**config.mk**
```make
export PLATFORM = sky130hd
export DESIGN_NAME = c_comment_extractor_unit_flat
export DESIGN_NICKNAME = d
export VERILOG_FILES = /design/src/sv/cce_pkg.sv /design/src/sv/cce_if.sv /design/src/sv/c_comment_extractor_unit.sv /design/src/flat_wrapper.sv
export SDC_FILE = /design/constraint.sdc
export NUM_CORES = 1
export LEC_CHECK = 0
export BUFFER_PORTS_ARGS = -buffer_cell sky130_fd_sc_hd__buf_2
export CAP_MARGIN = 20
export CORE_MARGIN = 8
export CORE_UTILIZATION = 45
export DETAILED_ROUTE_END_ITERATION = 10
export PLACE_DENSITY = 0.73
export SLEW_MARGIN = 20
export SYNTH_ARGS = -nofsm -noshare
export SYNTH_HDL_FRONTEND = slang
export SYNTH_SLANG_ARGS = --single-unit
```
**constraint.sdc**
```tcl
create_clock -name clk -period 11.55 [get_ports clk]
set_input_delay 0.5775 -clock clk [delete_from_list [all_inputs] [get_ports clk]]
set_output_delay 0.5775 -clock clk [all_outputs]
set_load 0.01 [all_outputs]
```
**src/sv/cce_pkg.sv**
```systemverilog
// Shared constants for the C/C++ comment extractor: default counter widths
// and the character codes that the scanner tests against. No dependencies.
package cce_pkg;

  localparam int unsigned OFFSET_BITS_DEF = 24;
  localparam int unsigned LINE_BITS_DEF   = 20;
  localparam int unsigned COLUMN_BITS_DEF = 16;

  localparam logic [7:0] CH_STAR    = 8'h2A;
  localparam logic [7:0] CH_SLASH   = 8'h2F;
  localparam logic [7:0] CH_BANG    = 8'h21;
  localparam logic [7:0] CH_HASH    = 8'h23;
  localparam logic [7:0] CH_DQUOTE  = 8'h22;
  localparam logic [7:0] CH_BSLASH  = 8'h5C;
  localparam logic [7:0] CH_SQUOTE  = 8'h27;
  localparam logic [7:0] CH_NEWLINE = 8'h0A;

endpackage

```
**src/sv/cce_if.sv**
```systemverilog
// Valid/ready channels of the comment extractor: source bytes in, comment
// records out. Depends on cce_pkg for the default field widths.
interface cce_in_if;
  logic       valid;
  logic       ready;
  logic [7:0] source_byte;
  logic       end_of_text;

  modport source (output valid, source_byte, end_of_text, input ready);
  modport sink (input valid, source_byte, end_of_text, output ready);
endinterface

interface cce_out_if #(
  parameter int unsigned OFFSET_BITS = cce_pkg::OFFSET_BITS_DEF,
  parameter int unsigned LINE_BITS   = cce_pkg::LINE_BITS_DEF,
  parameter int unsigned COLUMN_BITS = cce_pkg::COLUMN_BITS_DEF
);
  logic                   valid;
  logic                   ready;
  logic [OFFSET_BITS-1:0] comment_start;
  logic [LINE_BITS-1:0]   comment_line;
  logic [COLUMN_BITS-1:0] comment_column;
  logic [OFFSET_BITS-1:0] comment_length;
  logic                   unterminated;
  logic                   last_of_run;

  modport source (output valid, comment_start, comment_line, comment_column,
                  comment_length, unterminated, last_of_run, input ready);
  modport sink (input valid, comment_start, comment_line, comment_column,
                comment_length, unterminated, last_of_run, output ready);
endinterface

```
**src/sv/c_comment_extractor_unit.sv**
```systemverilog
// Top level of the C/C++ comment extractor: byte queue, scanner state machine,
// counters and the result register. Depends on cce_pkg and cce_if.
//
// The block takes one source byte per clock and reports each comment as one
// result word: start offset, line, column, content length and an unterminated
// flag. Every byte is judged with up to two bytes of lookahead, so the scanner works
// on the byte two places behind the newest one held in a three-entry queue;
// a comment's word is written to the result register when the scanner
// reaches its closer. In steady streaming the rate is one byte per cycle. The
// byte marked end_of_text closes the text: the queue drains one byte a cycle
// while no finished word waits in the output register, and a final step reports
// an open comment and clears all counters; input is held off from that byte
// until the final step is done. Input is also held off only while the
// queue is full and a finished result waits in the output register.
// Positions, lines, lengths and columns saturate at their maximum.
module c_comment_extractor_unit #(
  parameter int unsigned OFFSET_BITS = cce_pkg::OFFSET_BITS_DEF,
  parameter int unsigned LINE_BITS   = cce_pkg::LINE_BITS_DEF,
  parameter int unsigned COLUMN_BITS = cce_pkg::COLUMN_BITS_DEF
) (
  input logic        clk,
  input logic        rst,
  cce_in_if.sink     source,
  cce_out_if.source  result
);

  localparam int unsigned CW = OFFSET_BITS + COLUMN_BITS;
  localparam logic [OFFSET_BITS-1:0] OFF_MAX  = {OFFSET_BITS{1'b1}};
  localparam logic [LINE_BITS-1:0]   LINE_MAX = {LINE_BITS{1'b1}};
  localparam logic [COLUMN_BITS-1:0] COL_MAX  = {COLUMN_BITS{1'b1}};

  typedef enum logic [2:0] {
    ST_NORMAL,
    ST_PREPROC,
    ST_DQUOTE,
    ST_SQUOTE,
    ST_ESCAPE,
    ST_BLOCK,
    ST_LINE
  } scan_state_t;

  scan_state_t            scan_state, scan_state_next;
  logic                   escape_single, escape_single_next;
  logic [OFFSET_BITS-1:0] byte_position, byte_position_next;
  logic [LINE_BITS-1:0]   line_count, line_count_next;
  logic [OFFSET_BITS-1:0] line_start, line_start_next;
  logic [OFFSET_BITS-1:0] pending_start, pending_start_next;
  logic [LINE_BITS-1:0]   pending_line, pending_line_next;
  logic [COLUMN_BITS-1:0] pending_column, pending_column_next;
  logic [OFFSET_BITS-1:0] pending_length, pending_length_next;
  logic [1:0]             skip_count, skip_count_next;

  logic [7:0] queue [3];
  logic [7:0] queue_next [3];
  logic [1:0] fill, fill_next;
  logic       flush;

  logic                   out_valid;
  logic [OFFSET_BITS-1:0] out_start;
  logic [LINE_BITS-1:0]   out_line;
  logic [COLUMN_BITS-1:0] out_column;
  logic [OFFSET_BITS-1:0] out_length;
  logic                   out_unterm;

  logic [7:0] ch, c1, c2;
  logic       h1, h2;
  logic       open_extra;
  logic [OFFSET_BITS:0]   open_sum;
  logic [OFFSET_BITS-1:0] open_q;
  logic [OFFSET_BITS-1:0] open_diff;
  logic [CW-1:0]          open_diff_w;
  logic [COLUMN_BITS-1:0] open_col;
  logic [OFFSET_BITS-1:0] length_inc;
  logic [LINE_BITS-1:0]   line_inc;

  logic scan_pending, scan_emit, scan_go;
  logic final_pending, term_emit, final_go;
  logic out_free, accept, load;

  assign ch = queue[0];
  assign c1 = queue[1];
  assign c2 = queue[2];
  assign h1 = fill >= 2'd2;
  assign h2 = fill == 2'd3;

  assign out_free      = !out_valid || result.ready;
  assign scan_pending  = (fill == 2'd3) || (flush && fill != 2'd0);
  assign scan_go       = scan_pending && (out_free || !scan_emit);
  assign final_pending = flush && fill == 2'd0;
  assign term_emit     = (scan_state == ST_BLOCK || scan_state == ST_LINE) &&
                         pending_length != '0;
  assign final_go      = final_pending && (out_free || !term_emit);
  assign source.ready  = !flush && (fill != 2'd3 || scan_go);
  assign accept        = source.valid && source.ready;
  assign load          = (scan_go && scan_emit) || (final_go && term_emit);

  // opener position, start and column
  assign open_extra  = h2 && ((c1 == cce_pkg::CH_STAR) ?
                              (c2 inside {cce_pkg::CH_STAR, cce_pkg::CH_BANG}) :
                              (c2 inside {cce_pkg::CH_SLASH, cce_pkg::CH_BANG}));
  assign open_sum    = {1'b0, byte_position} + (OFFSET_BITS+1)'(1) +
                       (OFFSET_BITS+1)'(open_extra);
  assign open_q      = open_sum[OFFSET_BITS] ? OFF_MAX : open_sum[OFFSET_BITS-1:0];
  assign open_diff   = open_q - line_start;
  assign open_diff_w = CW'(open_diff);
  assign open_col    = (open_diff_w > CW'(COL_MAX)) ? COL_MAX :
                       open_diff_w[COLUMN_BITS-1:0];
  assign length_inc  = (pending_length == OFF_MAX) ? pending_length :
                       pending_length + OFFSET_BITS'(1);
  assign line_inc    = (line_count == LINE_MAX) ? line_count :
                       line_count + LINE_BITS'(1);

  // scanner step on the head of the queue
  always_comb begin
    scan_state_next     = scan_state;
    escape_single_next  = escape_single;
    line_count_next     = line_count;
    line_start_next     = line_start;
    pending_start_next  = pending_start;
    pending_line_next   = pending_line;
    pending_column_next = pending_column;
    pending_length_next = pending_length;
    skip_count_next     = skip_count;
    scan_emit           = 1'b0;
    byte_position_next  = (byte_position == OFF_MAX) ? byte_position :
                          byte_position + OFFSET_BITS'(1);
    if (skip_count != 2'd0) begin
      skip_count_next = skip_count - 2'd1;
    end else begin
      case (scan_state)
        ST_PREPROC: begin
          if (ch == cce_pkg::CH_NEWLINE) begin
            line_count_next = line_inc;
            line_start_next = byte_position;
            scan_state_next = ST_NORMAL;
          end
        end
        ST_NORMAL: begin
          if (ch == cce_pkg::CH_HASH) begin
            scan_state_next = ST_PREPROC;
          end else if (ch == cce_pkg::CH_SLASH) begin
            if (h1 && (c1 == cce_pkg::CH_STAR || c1 == cce_pkg::CH_SLASH)) begin
              skip_count_next     = {open_extra, !open_extra};
              pending_start_next  = (open_q == OFF_MAX) ? open_q :
                                    open_q + OFFSET_BITS'(1);
              pending_column_next = open_col;
              pending_line_next   = line_count;
              pending_length_next = '0;
              scan_state_next     = (c1 == cce_pkg::CH_STAR) ? ST_BLOCK : ST_LINE;
            end
          end else if (ch == cce_pkg::CH_NEWLINE) begin
            line_count_next = line_inc;
            line_start_next = byte_position;
          end else if (ch == cce_pkg::CH_DQUOTE) begin
            scan_state_next = ST_DQUOTE;
          end else if (ch == cce_pkg::CH_SQUOTE) begin
            scan_state_next = ST_SQUOTE;
          end
        end
        ST_DQUOTE: begin
          if (ch == cce_pkg::CH_DQUOTE) begin
            scan_state_next = ST_NORMAL;
          end else if (ch == cce_pkg::CH_BSLASH) begin
            escape_single_next = 1'b0;
            scan_state_next    = ST_ESCAPE;
          end
        end
        ST_SQUOTE: begin
          if (ch == cce_pkg::CH_SQUOTE) begin
            scan_state_next = ST_NORMAL;
          end else if (ch == cce_pkg::CH_BSLASH) begin
            escape_single_next = 1'b1;
            scan_state_next    = ST_ESCAPE;
          end
        end
        ST_ESCAPE: begin
          scan_state_next = escape_single ? ST_SQUOTE : ST_DQUOTE;
        end
        ST_BLOCK: begin
          if (ch == cce_pkg::CH_STAR) begin
            if (h1 && c1 == cce_pkg::CH_STAR && h2 && c2 == cce_pkg::CH_SLASH) begin
              skip_count_next     = 2'd2;
              scan_state_next     = ST_NORMAL;
              pending_line_next   = line_count;
              scan_emit           = pending_length != '0;
              pending_length_next = '0;
            end else if (h1 && c1 == cce_pkg::CH_SLASH) begin
              skip_count_next     = 2'd1;
              scan_state_next     = ST_NORMAL;
              pending_line_next   = line_count;
              scan_emit           = pending_length != '0;
              pending_length_next = '0;
            end else begin
              pending_length_next = length_inc;
            end
          end else if (ch == cce_pkg::CH_NEWLINE) begin
            line_count_next = line_inc;
            line_start_next = byte_position;
          end else begin
            pending_length_next = length_inc;
          end
        end
        ST_LINE: begin
          if (ch == cce_pkg::CH_NEWLINE) begin
            pending_line_next   = line_count;
            line_count_next     = line_inc;
            line_start_next     = byte_position;
            scan_state_next     = ST_NORMAL;
            scan_emit           = pending_length != '0;
            pending_length_next = '0;
          end else begin
            pending_length_next = length_inc;
          end
        end
        default: begin
          scan_state_next = ST_NORMAL;
        end
      endcase
    end
  end

  // pop the scanned byte, push the accepted one
  always_comb begin
    queue_next = queue;
    fill_next  = fill;
    if (scan_go) begin
      queue_next[0] = queue[1];
      queue_next[1] = queue[2];
      fill_next     = fill - 2'd1;
    end
    if (accept) begin
      queue_next[fill_next] = source.source_byte;
      fill_next             = fill_next + 2'd1;
    end
  end

  always_ff @(posedge clk) begin
    if (rst) begin
      scan_state     <= ST_NORMAL;
      escape_single  <= 1'b0;
      byte_position  <= '0;
      line_count     <= '0;
      line_start     <= '0;
      pending_start  <= '0;
      pending_line   <= '0;
      pending_column <= '0;
      pending_length <= '0;
      skip_count     <= 2'd0;
      fill           <= 2'd0;
      flush          <= 1'b0;
      out_valid      <= 1'b0;
    end else begin
      queue <= queue_next;
      fill  <= fill_next;
      if (accept && source.end_of_text) begin
        flush <= 1'b1;
      end
      if (scan_go) begin
        scan_state     <= scan_state_next;
        escape_single  <= escape_single_next;
        byte_position  <= byte_position_next;
        line_count     <= line_count_next;
        line_start     <= line_start_next;
        pending_start  <= pending_start_next;
        pending_line   <= pending_line_next;
        pending_column <= pending_column_next;
        pending_length <= pending_length_next;
        skip_count     <= skip_count_next;
      end else if (final_go) begin
        scan_state     <= ST_NORMAL;
        escape_single  <= 1'b0;
        byte_position  <= '0;
        line_count     <= '0;
        line_start     <= '0;
        pending_start  <= '0;
        pending_line   <= '0;
        pending_column <= '0;
        pending_length <= '0;
        skip_count     <= 2'd0;
        flush          <= 1'b0;
      end
      if (load) begin
        out_valid <= 1'b1;
      end else if (result.ready) begin
        out_valid <= 1'b0;
      end
    end
    if (load) begin
      out_start  <= pending_start;
      out_column <= pending_column;
      out_length <= pending_length;
      out_line   <= scan_go ? line_count : pending_line;
      out_unterm <= !scan_go;
    end
  end

  assign result.valid          = out_valid;
  assign result.comment_start  = out_start;
  assign result.comment_line   = out_line;
  assign result.comment_column = out_column;
  assign result.comment_length = out_length;
  assign result.unterminated   = out_unterm;
  assign result.last_of_run    = 1'b1;

  a_len_nonzero: assert property (@(posedge clk) disable iff (rst)
    result.valid |-> result.comment_length != '0)
    else $error("empty comment reported");

  a_eot_flush: assert property (@(posedge clk) disable iff (rst)
    (source.valid && source.ready && source.end_of_text) |=> flush)
    else $error("end of text did not start drain");

  a_final_clear: assert property (@(posedge clk) disable iff (rst)
    final_go |=> !flush && byte_position == '0 && line_count == '0 &&
                 scan_state == ST_NORMAL)
    else $error("state not cleared after end of text");

  a_term_word: assert property (@(posedge clk) disable iff (rst)
    (final_go && term_emit) |=> result.valid && result.unterminated)
    else $error("open comment not reported at end of text");

endmodule
```
**src/flat_wrapper.sv**
```systemverilog
// flat-port wrapper written by rule: the top's interface ports become plain ports
module c_comment_extractor_unit_flat 
#(
  parameter int unsigned OFFSET_BITS = cce_pkg::OFFSET_BITS_DEF,
  parameter int unsigned LINE_BITS   = cce_pkg::LINE_BITS_DEF,
  parameter int unsigned COLUMN_BITS = cce_pkg::COLUMN_BITS_DEF
)
  (clk, rst, source_valid, source_source_byte, source_end_of_text, source_ready, result_valid, result_comment_start, result_comment_line, result_comment_column, result_comment_length, result_unterminated, result_last_of_run, result_ready);
  cce_in_if source_i ();
  cce_out_if #(.OFFSET_BITS(OFFSET_BITS), .LINE_BITS(LINE_BITS), .COLUMN_BITS(COLUMN_BITS)) result_i ();
  input logic clk;
  input logic rst;
  input wire logic [$bits(source_i.valid)-1:0] source_valid;
  input wire logic [$bits(source_i.source_byte)-1:0] source_source_byte;
  input wire logic [$bits(source_i.end_of_text)-1:0] source_end_of_text;
  output wire logic [$bits(source_i.ready)-1:0] source_ready;
  output wire logic [$bits(result_i.valid)-1:0] result_valid;
  output wire logic [$bits(result_i.comment_start)-1:0] result_comment_start;
  output wire logic [$bits(result_i.comment_line)-1:0] result_comment_line;
  output wire logic [$bits(result_i.comment_column)-1:0] result_comment_column;
  output wire logic [$bits(result_i.comment_length)-1:0] result_comment_length;
  output wire logic [$bits(result_i.unterminated)-1:0] result_unterminated;
  output wire logic [$bits(result_i.last_of_run)-1:0] result_last_of_run;
  input wire logic [$bits(result_i.ready)-1:0] result_ready;
  assign source_i.valid = source_valid;
  assign source_i.source_byte = source_source_byte;
  assign source_i.end_of_text = source_end_of_text;
  assign source_ready = source_i.ready;
  assign result_valid = result_i.valid;
  assign result_comment_start = result_i.comment_start;
  assign result_comment_line = result_i.comment_line;
  assign result_comment_column = result_i.comment_column;
  assign result_comment_length = result_i.comment_length;
  assign result_unterminated = result_i.unterminated;
  assign result_last_of_run = result_i.last_of_run;
  assign result_i.ready = result_ready;
  c_comment_extractor_unit #(.OFFSET_BITS(OFFSET_BITS), .LINE_BITS(LINE_BITS), .COLUMN_BITS(COLUMN_BITS)) u_core (.clk(clk), .rst(rst), .source(source_i), .result(result_i));
endmodule
```
Yosys cells after proc, flatten, opt, wreduce, memory -nomap -nowiden
Cells that the tools add are included.
Storage, ports and cells
  bits in registers: 271
  input bits: 13
  output and inout bits: 88
  logic and storage cells: 257
Cells by class
  bitwise operators: 2
  add/subtract/negate cells: 10
  reductions and logical operators: 50
  magnitude comparators: 4
  eq/ne operators: 56
  mux-type cells: 114
Operator list (count)
  2-to-1 mux 24 bit: 29
  2-to-1 mux 20 bit: 18
  2-to-1 mux 16 bit: 9
  case mux 24 bit (3 select lines): 2
  case mux 20 bit (3 select lines): 2
  == test 8 x 6 -> 1 bit (second input constant): 10
  adder 24 x 1 -> 24 bit (second input constant): 3
  == test 24 bit (second input constant): 3
  2-to-1 mux 3 bit: 16
  inequality test 3 bit (second input constant): 13
  inequality test 4 bit (second input constant): 9
  adder 24 x 1 -> 25 bit (second input constant): 1
  adder 25 x 1 -> 25 bit: 1
  bitwise mux 24 bit: 1
  > comparator 24 x 16 -> 1 bit (second input constant): 1
  2-to-1 mux 2 bit: 12
  nonzero test 24 bit: 1
  subtractor 24 bit: 1
  AND reduction 7 bit: 3
  adder 20 x 1 -> 20 bit (second input constant): 1
  == test 20 bit (second input constant): 1
  2-to-1 mux 1 bit: 19
  case mux 3 bit (6 select lines): 1
  logical AND 1 bit: 17
  30 further kinds: 62

Depth between registers and ports, before layout
  depth after elaboration: 19
  depth in mapped cells: 29
  gate-level depth less buffers: 25

Worst setup path before layout
OpenSTA, ideal clock, no wires.
  path type: reg-to-reg
  start point: register u_core.queue (netlist bit u_core.ch[4])
  end point: register u_core.out_column[0] (netlist: u_core.result.comment_column[0]), enable pin
  data arrival time: 5862 ps
  library setup time: 558 ps
  data required time: 10992 ps
  stages on the path, launching flop included: 6
  path slack: 5130 ps
  clock period less this slack: 6420 ps
  path buffers: 0
  cells stage by stage: edfxtp_1 > or4b_4 > or4_4 > o41ai_4 > nand2_1 > a21oi_1
Between the ends
  longest elaborated chain between the ends: 9
  elaborated cells on any way between the ends: 11
  those cells by class: 2 x eq/ne; 4 x mux; 5 x reduce/logical
Ends and longest elaborated chain
  start, declared: RTL line c_comment_extractor_unit.sv:53  | logic [7:0] queue [3];
  start signal, assigned: RTL line c_comment_extractor_unit.sv:253  | queue <= queue_next;
  == test 8 x 4 -> 1 bit / == test 8 x 6 -> 1 bit (equally long branches): RTL line c_comment_extractor_unit.sv:204, c_comment_extractor_unit.sv:180
  2-to-1 mux 1 bit (on tied branches): RTL line c_comment_extractor_unit.sv:204, c_comment_extractor_unit.sv:180
  case mux 1 bit (2 select lines) *: RTL line c_comment_extractor_unit.sv:130  | case (scan_state)
  2-to-1 mux 1 bit *: RTL line c_comment_extractor_unit.sv:127  | if (skip_count != 2'd0) begin
  logical NOT 1 bit: RTL line c_comment_extractor_unit.sv:88  | assign scan_go = scan_pending && (out_free || !scan_emit);
  logical OR 1 bit: RTL line c_comment_extractor_unit.sv:88
  logical AND 1 bit: RTL line c_comment_extractor_unit.sv:88
  logical AND 1 bit *: RTL line c_comment_extractor_unit.sv:95  | assign load = (scan_go && scan_emit) || (final_go && term_emit);
  logical OR 1 bit *: RTL line c_comment_extractor_unit.sv:95
  via u_core.load: RTL line c_comment_extractor_unit.sv:78  | logic out_free, accept, load;
  end signal, assigned: RTL line c_comment_extractor_unit.sv:290  | out_column <= pending_column;
  end, declared: RTL line c_comment_extractor_unit.sv:61  | logic [COLUMN_BITS-1:0] out_column;
The timed path passes the listed nets; every way through them passes the cells marked *.
A chain may end at the register's enable or synchronous reset.

Worst setup path after layout
  start point: register u_core.queue (netlist bit u_core.c1[4])
  end point: register u_core.pending_column[11]
Between the ends
  longest elaborated chain between the ends: 14
  elaborated cells on any way between the ends: 36
  those cells by class: 2 x add/sub; 1 x order compare; 7 x eq/ne; 14 x mux; 12 x reduce/logical
Ends and longest elaborated chain
  == test 8 x 6 -> 1 bit: RTL line c_comment_extractor_unit.sv:98, c_comment_extractor_unit.sv:142, c_comment_extractor_unit.sv:181
  2-to-1 mux 1 bit: RTL line c_comment_extractor_unit.sv:98  | assign open_extra = h2 && ((c1 == cce_pkg::CH_STAR) ?
  logical AND 1 bit: RTL line c_comment_extractor_unit.sv:98
  adder 25 x 1 -> 25 bit: RTL line c_comment_extractor_unit.sv:101  | assign open_sum = {1'b0, byte_position} + (OFFSET_BITS+1)'(1) +
  2-to-1 mux 24 bit: RTL line c_comment_extractor_unit.sv:103  | assign open_q = open_sum[OFFSET_BITS] ? OFF_MAX : open_sum[OFFSET_BITS-1:0];
  subtractor 24 bit: RTL line c_comment_extractor_unit.sv:104  | assign open_diff = open_q - line_start;
  > comparator 24 x 16 -> 1 bit: RTL line c_comment_extractor_unit.sv:106  | assign open_col = (open_diff_w > CW'(COL_MAX)) ? COL_MAX :
  2-to-1 mux 16 bit: RTL line c_comment_extractor_unit.sv:106
  2-to-1 mux 16 bit: RTL line c_comment_extractor_unit.sv:142  | if (h1 && (c1 == cce_pkg::CH_STAR || c1 == cce_pkg::CH_SLASH)) begin
  2-to-1 mux 16 bit: RTL line c_comment_extractor_unit.sv:141  | end else if (ch == cce_pkg::CH_SLASH) begin
  2-to-1 mux 16 bit: RTL line c_comment_extractor_unit.sv:139  | if (ch == cce_pkg::CH_HASH) begin
  2-to-1 mux 16 bit: RTL line c_comment_extractor_unit.sv:130
  2-to-1 mux 16 bit: RTL line c_comment_extractor_unit.sv:127
  2-to-1 mux 16 bit: RTL line c_comment_extractor_unit.sv:258  | if (scan_go) begin
  end signal, assigned: RTL line c_comment_extractor_unit.sv:266  | pending_column <= pending_column_next;
  end, declared: RTL line c_comment_extractor_unit.sv:49  | logic [COLUMN_BITS-1:0] pending_column, pending_column_next;
Several ways; a longest one is shown, not always the timed one. The select of a mux whose other input is x is not followed.

==> flow_summary_export.csv <==
group,metric,value,unit
critical_path,path_cells,"and4b_1 -> nand3_1 -> or3_1 -> a21oi_1 -> o211ai_1 -> ha_1 -> inv_1 -> ha_1 -> and3_1 -> nand2_1 -> nor3_1 -> or3_1 -> ha_1 -> a21oi_1 -> o21ai_0 -> and3_1 -> nor4_1 -> mux2i_1 -> nand4b_1 -> a211oi_1 -> nand4b_1 -> o31a_1",
cells_and_area,nFillCells,2788,
cells_and_area,stdcell_area,15500,um^2
clock_tree,clk_latency,0.56,ns
global_routing,use_met3,0.0277,
global_routing,antenna_found_initial,0,
critical_path,cpMaxStageDelayCell,"nor3_1",
critical_path,cpPeakStageDelay,0.73,ns
drt,drt_pass1_iterations,5,
global_routing,grt_pass1_wl,54200,um
drt,wire_per_inst,16.8,um
drt,vias,11209,
power,leakage,5.71,nW
power,power_density,146,nW/um^2
floorplanning,ioPinCount,101,
critical_path,cp-end-kind,"register",
critical_path,crit_arrival,7.38,ns
global_routing,grt_max_degree,78,
sta,final-hold-violation-count,0,
sta,min_period,6.95,ns
sta,drv_slew,0,
synth,synthFlopType,"dfxtp_1",
synth,syn_inst,1511,
cells_and_area,area_delta_synth_final,11.6,%
global_routing,grt_pass1_vias,10480,
floorplanning,die-area,36700,um^2
clock_tree,cts.repair.resized,0,
critical_path,timing.rr.start,"u_core.c1[4]",
cells_and_area,diodes,0,
place,port_buffers,99,
synth,yosysWarningCount,0,
floorplanning,start_util,0.455,
clock_tree,tritoncts,"built",
floorplanning,num_rows,64,
clock_tree,clk_pin_slew,0.06,ns
sta,tightest_slew,0.939,ns
hold_path,hold_path.class,"input port to register",
place,gp_congestion,0.884,
critical_path,critPathMaxFanout,16,
critical_path,rr_endpoint,"u_core.pending_column[11]",
sta,post-route-period-util,0.602,
drt,via_per_inst,5.68,
global_routing,grt_overflow,0,
power,power,2.27,mW
critical_path,rrSetupSlack,4.60,ns
cells_and_area,drive_above_1_share,0.123,
sta,max_freq,144,MHz
sta,hold_ws,0.218,ns
global_routing,met1_usage,0.240,
synth,ys_async_sr_fraction,0,
global_routing,grt_usage,0.177,
sta,slew_headroom,0.372,
place,dp_hpwl,23800,um
floorplanning,die_w,192,um
cells_and_area,fin_util,0.507,
synth,synth_cell_type_count,81,
synth,synth_fp_nets,1562,
critical_path,worst_setup_path_start_kind,"register",
global_routing,grt_most_used_layer,"met2",
critical_path,cpMostUsedCell,"ha_1",
critical_path,worstSetupPathType,"register to register",
clock_tree,cts_max_level,1,
clock_tree,cts_hold_buf,0,
clock_tree,postCtsSetupRepairBufs,0,
sta,setup_tns,0,ns
drt,drc,0,
cells_and_area,layout_commonest_cell,"nand2_1",
drt,final_antenna_net_count,0,
synth,synth_edf_count,109,
clock_tree,clock_sinks,271,
synth,seq_area_frac_synth,0.470,
critical_path,r2r_cells,22,
flow_run,cap_violations,0,
sta,rsz0062_at_grt,"no",
clock_tree,max-clock-path-buffers,3,
critical_path,cp.required,11.98,ns
status,status,"complete, no violations",
critical_path,setup.worst_path.end,"u_core.pending_column[11]",
drt,wl,33300,um
floorplanning,die-height,192,um
hold_path,hp-start,"source_source_byte[3]",
global_routing,use_met2,0.285,
cells_and_area,layout.cells.most_common_list,"196 x nand2_1, 162 x dfxtp_1, 126 x nor2_1",
synth,syn_avg_cell_area,9.18,um^2
critical_path,worstSetupStartpoint,"u_core.c1[4]",
cells_and_area,final_nets,1607,
synth,syn_area,13900,um^2
floorplanning,coreArea,30500,um^2
power,ir_drop,0.000119,V
sta,skew,0.0206,ns
drt,drt-initial-drc-count,972,
sta,final-setup-viol-count,0,
clock_tree,clock-root-buffer,"clkbuf_16",
place,postPlaceCellArea,14500,um^2
synth,synth_seq_cells,271,
clock_tree,cts_made_buffers,29,
==> flip-flops by register name (all words and copies together), names as in the netlist, named ones only <==
signal / count
u_core.byte_position: 24
u_core.scan_state: 3
u_core.pending_length: 24
u_core.ch: 8
u_core.pending_column: 16
u_core.result.comment_length: 24
u_core.result.comment_column: 16
u_core.c1: 8
u_core.result.unterminated: 1
u_core.pending_line: 20
u_core.line_start: 24
u_core.result.comment_line: 20
u_core.result.valid: 1
u_core.line_count: 20
u_core.result.comment_start: 24
u_core.skip_count: 2
u_core.escape_single: 1
u_core.pending_start: 24
u_core.fill: 2
u_core.flush: 1
==> final cells by class <==
| type | count | area, um^2 | area share |
|---|---|---|---|
| clock inverter | 17 | 130 | 0.00841 |
| multi-input combinational | 1093 | 6780 | 0.438 |
| timing repair buffer | 108 | 567 | 0.0366 |
| inverter | 53 | 199 | 0.0129 |
| clock buffer | 37 | 797 | 0.0515 |
| tap | 396 | 495 | 0.0320 |
| sequential | 271 | 6520 | 0.421 |
==> Yosys cell counts, types with 4 or more instances <==
cell type | number | area (um^2)
and2_1 | 16 | 100
or4_1 | 6 | 45.0
nand2_1 | 196 | 736
nand4_1 | 39 | 244
nand3b_1 | 4 | 30.0
nor4_1 | 22 | 138
nand4b_1 | 4 | 35.0
or3_1 | 15 | 93.8
o22ai_1 | 5 | 31.3
mux2_2 | 22 | 248
edfxtp_1 | 109 | 3270
ha_1 | 37 | 463
a211o_1 | 4 | 35.0
nor3_1 | 39 | 195
o21bai_1 | 4 | 30.0
a211oi_1 | 7 | 52.6
o21ai_0 | 53 | 265
o31a_1 | 19 | 166
nor2_1 | 126 | 473
dfxtp_1 | 162 | 3240
nand3_1 | 83 | 415
o31ai_1 | 6 | 45.0
a21oi_1 | 104 | 521
and4_1 | 8 | 70.1
a32oi_1 | 4 | 35.0
or2_2 | 4 | 25.0
and3_1 | 23 | 144
xor2_1 | 48 | 420
buf_2 | 17 | 85.1
a21o_1 | 9 | 67.6
o21a_1 | 5 | 37.5
o211ai_1 | 8 | 60.1
clkbuf_1 | 65 | 244
nor3b_1 | 6 | 45.0
inv_1 | 53 | 199
a21boi_0 | 4 | 30.0
o21ai_1 | 5 | 25.0
nand2b_1 | 11 | 68.8
mux2i_1 | 23 | 230
xnor2_1 | 61 | 534
nor2b_1 | 8 | 50.1
clkbuf_2 | 4 | 20.0
buf_1 | 4 | 15.0
a31oi_1 | 8 | 50.1
==> routing by layer <==
layer,part of all wire,up-vias
met5,0,-
met1,0.46,5332
met3,0.056,66
met4,0.029,0
met2,0.46,331
li1,-,5480
==> report_power, final <==
| group | internal [mW] | switching [mW] | leakage [nW] |
|---|---|---|---|
| Combinational | 0.101 | 0.204 | 2.92 |
| Sequential | 1.03 | 0.0347 | 2.33 |
| Clock | 0.512 | 0.383 | 0.455 |
==> stage by stage <==
step                      instances  setup WS [ns]
after CTS                      1973           4.67
after global routing           1975           4.07
after global placement         1919           4.87
final                          1975           4.60
after floorplan                1511           5.13
after detailed placement       1919           4.71
==> cells by family after synthesis <==
logic type | Yosys count | synth area share
AOI/OAI and AO/OA | 271 | 0.124
adders and majority gates | 38 | 0.0348
xor gates and xnor gates | 109 | 0.0688
buffers and inverters | 147 | 0.0430
muxes | 46 | 0.0355
and+or+nand+nor | 628 | 0.223
DFF | 271 | 0.470
other | 1 | 0.000270
==> worst min path at each step <==
stage                                 endpoint  slack, ns  depth (start not counted)
4_1_cts                               register       0.20                          1
6_report                              register       0.22                          1
2_1_floorplan   u_core.result.comment_start[1]       0.41                          0
3_5_place_dp   u_core.result.comment_start[20]       0.41                          0
5_1_grt                               register       0.22                          1
3_3_place_gp   u_core.result.comment_column[4]       0.41                          0
==> worst max-delay path: cells and delay by family (launching register included) <==
family / cells / cell delay, ns
muxes: 1 / 0.26
and+or+nand+nor: 11 / 3.88
adders and majority gates: 3 / 0.76
DFF: 1 / 0.41
AOI/OAI and AO/OA: 6 / 1.45
buffers and inverters: 1 / 0.05
Note: power is estimated with default switching activity, not from simulation.
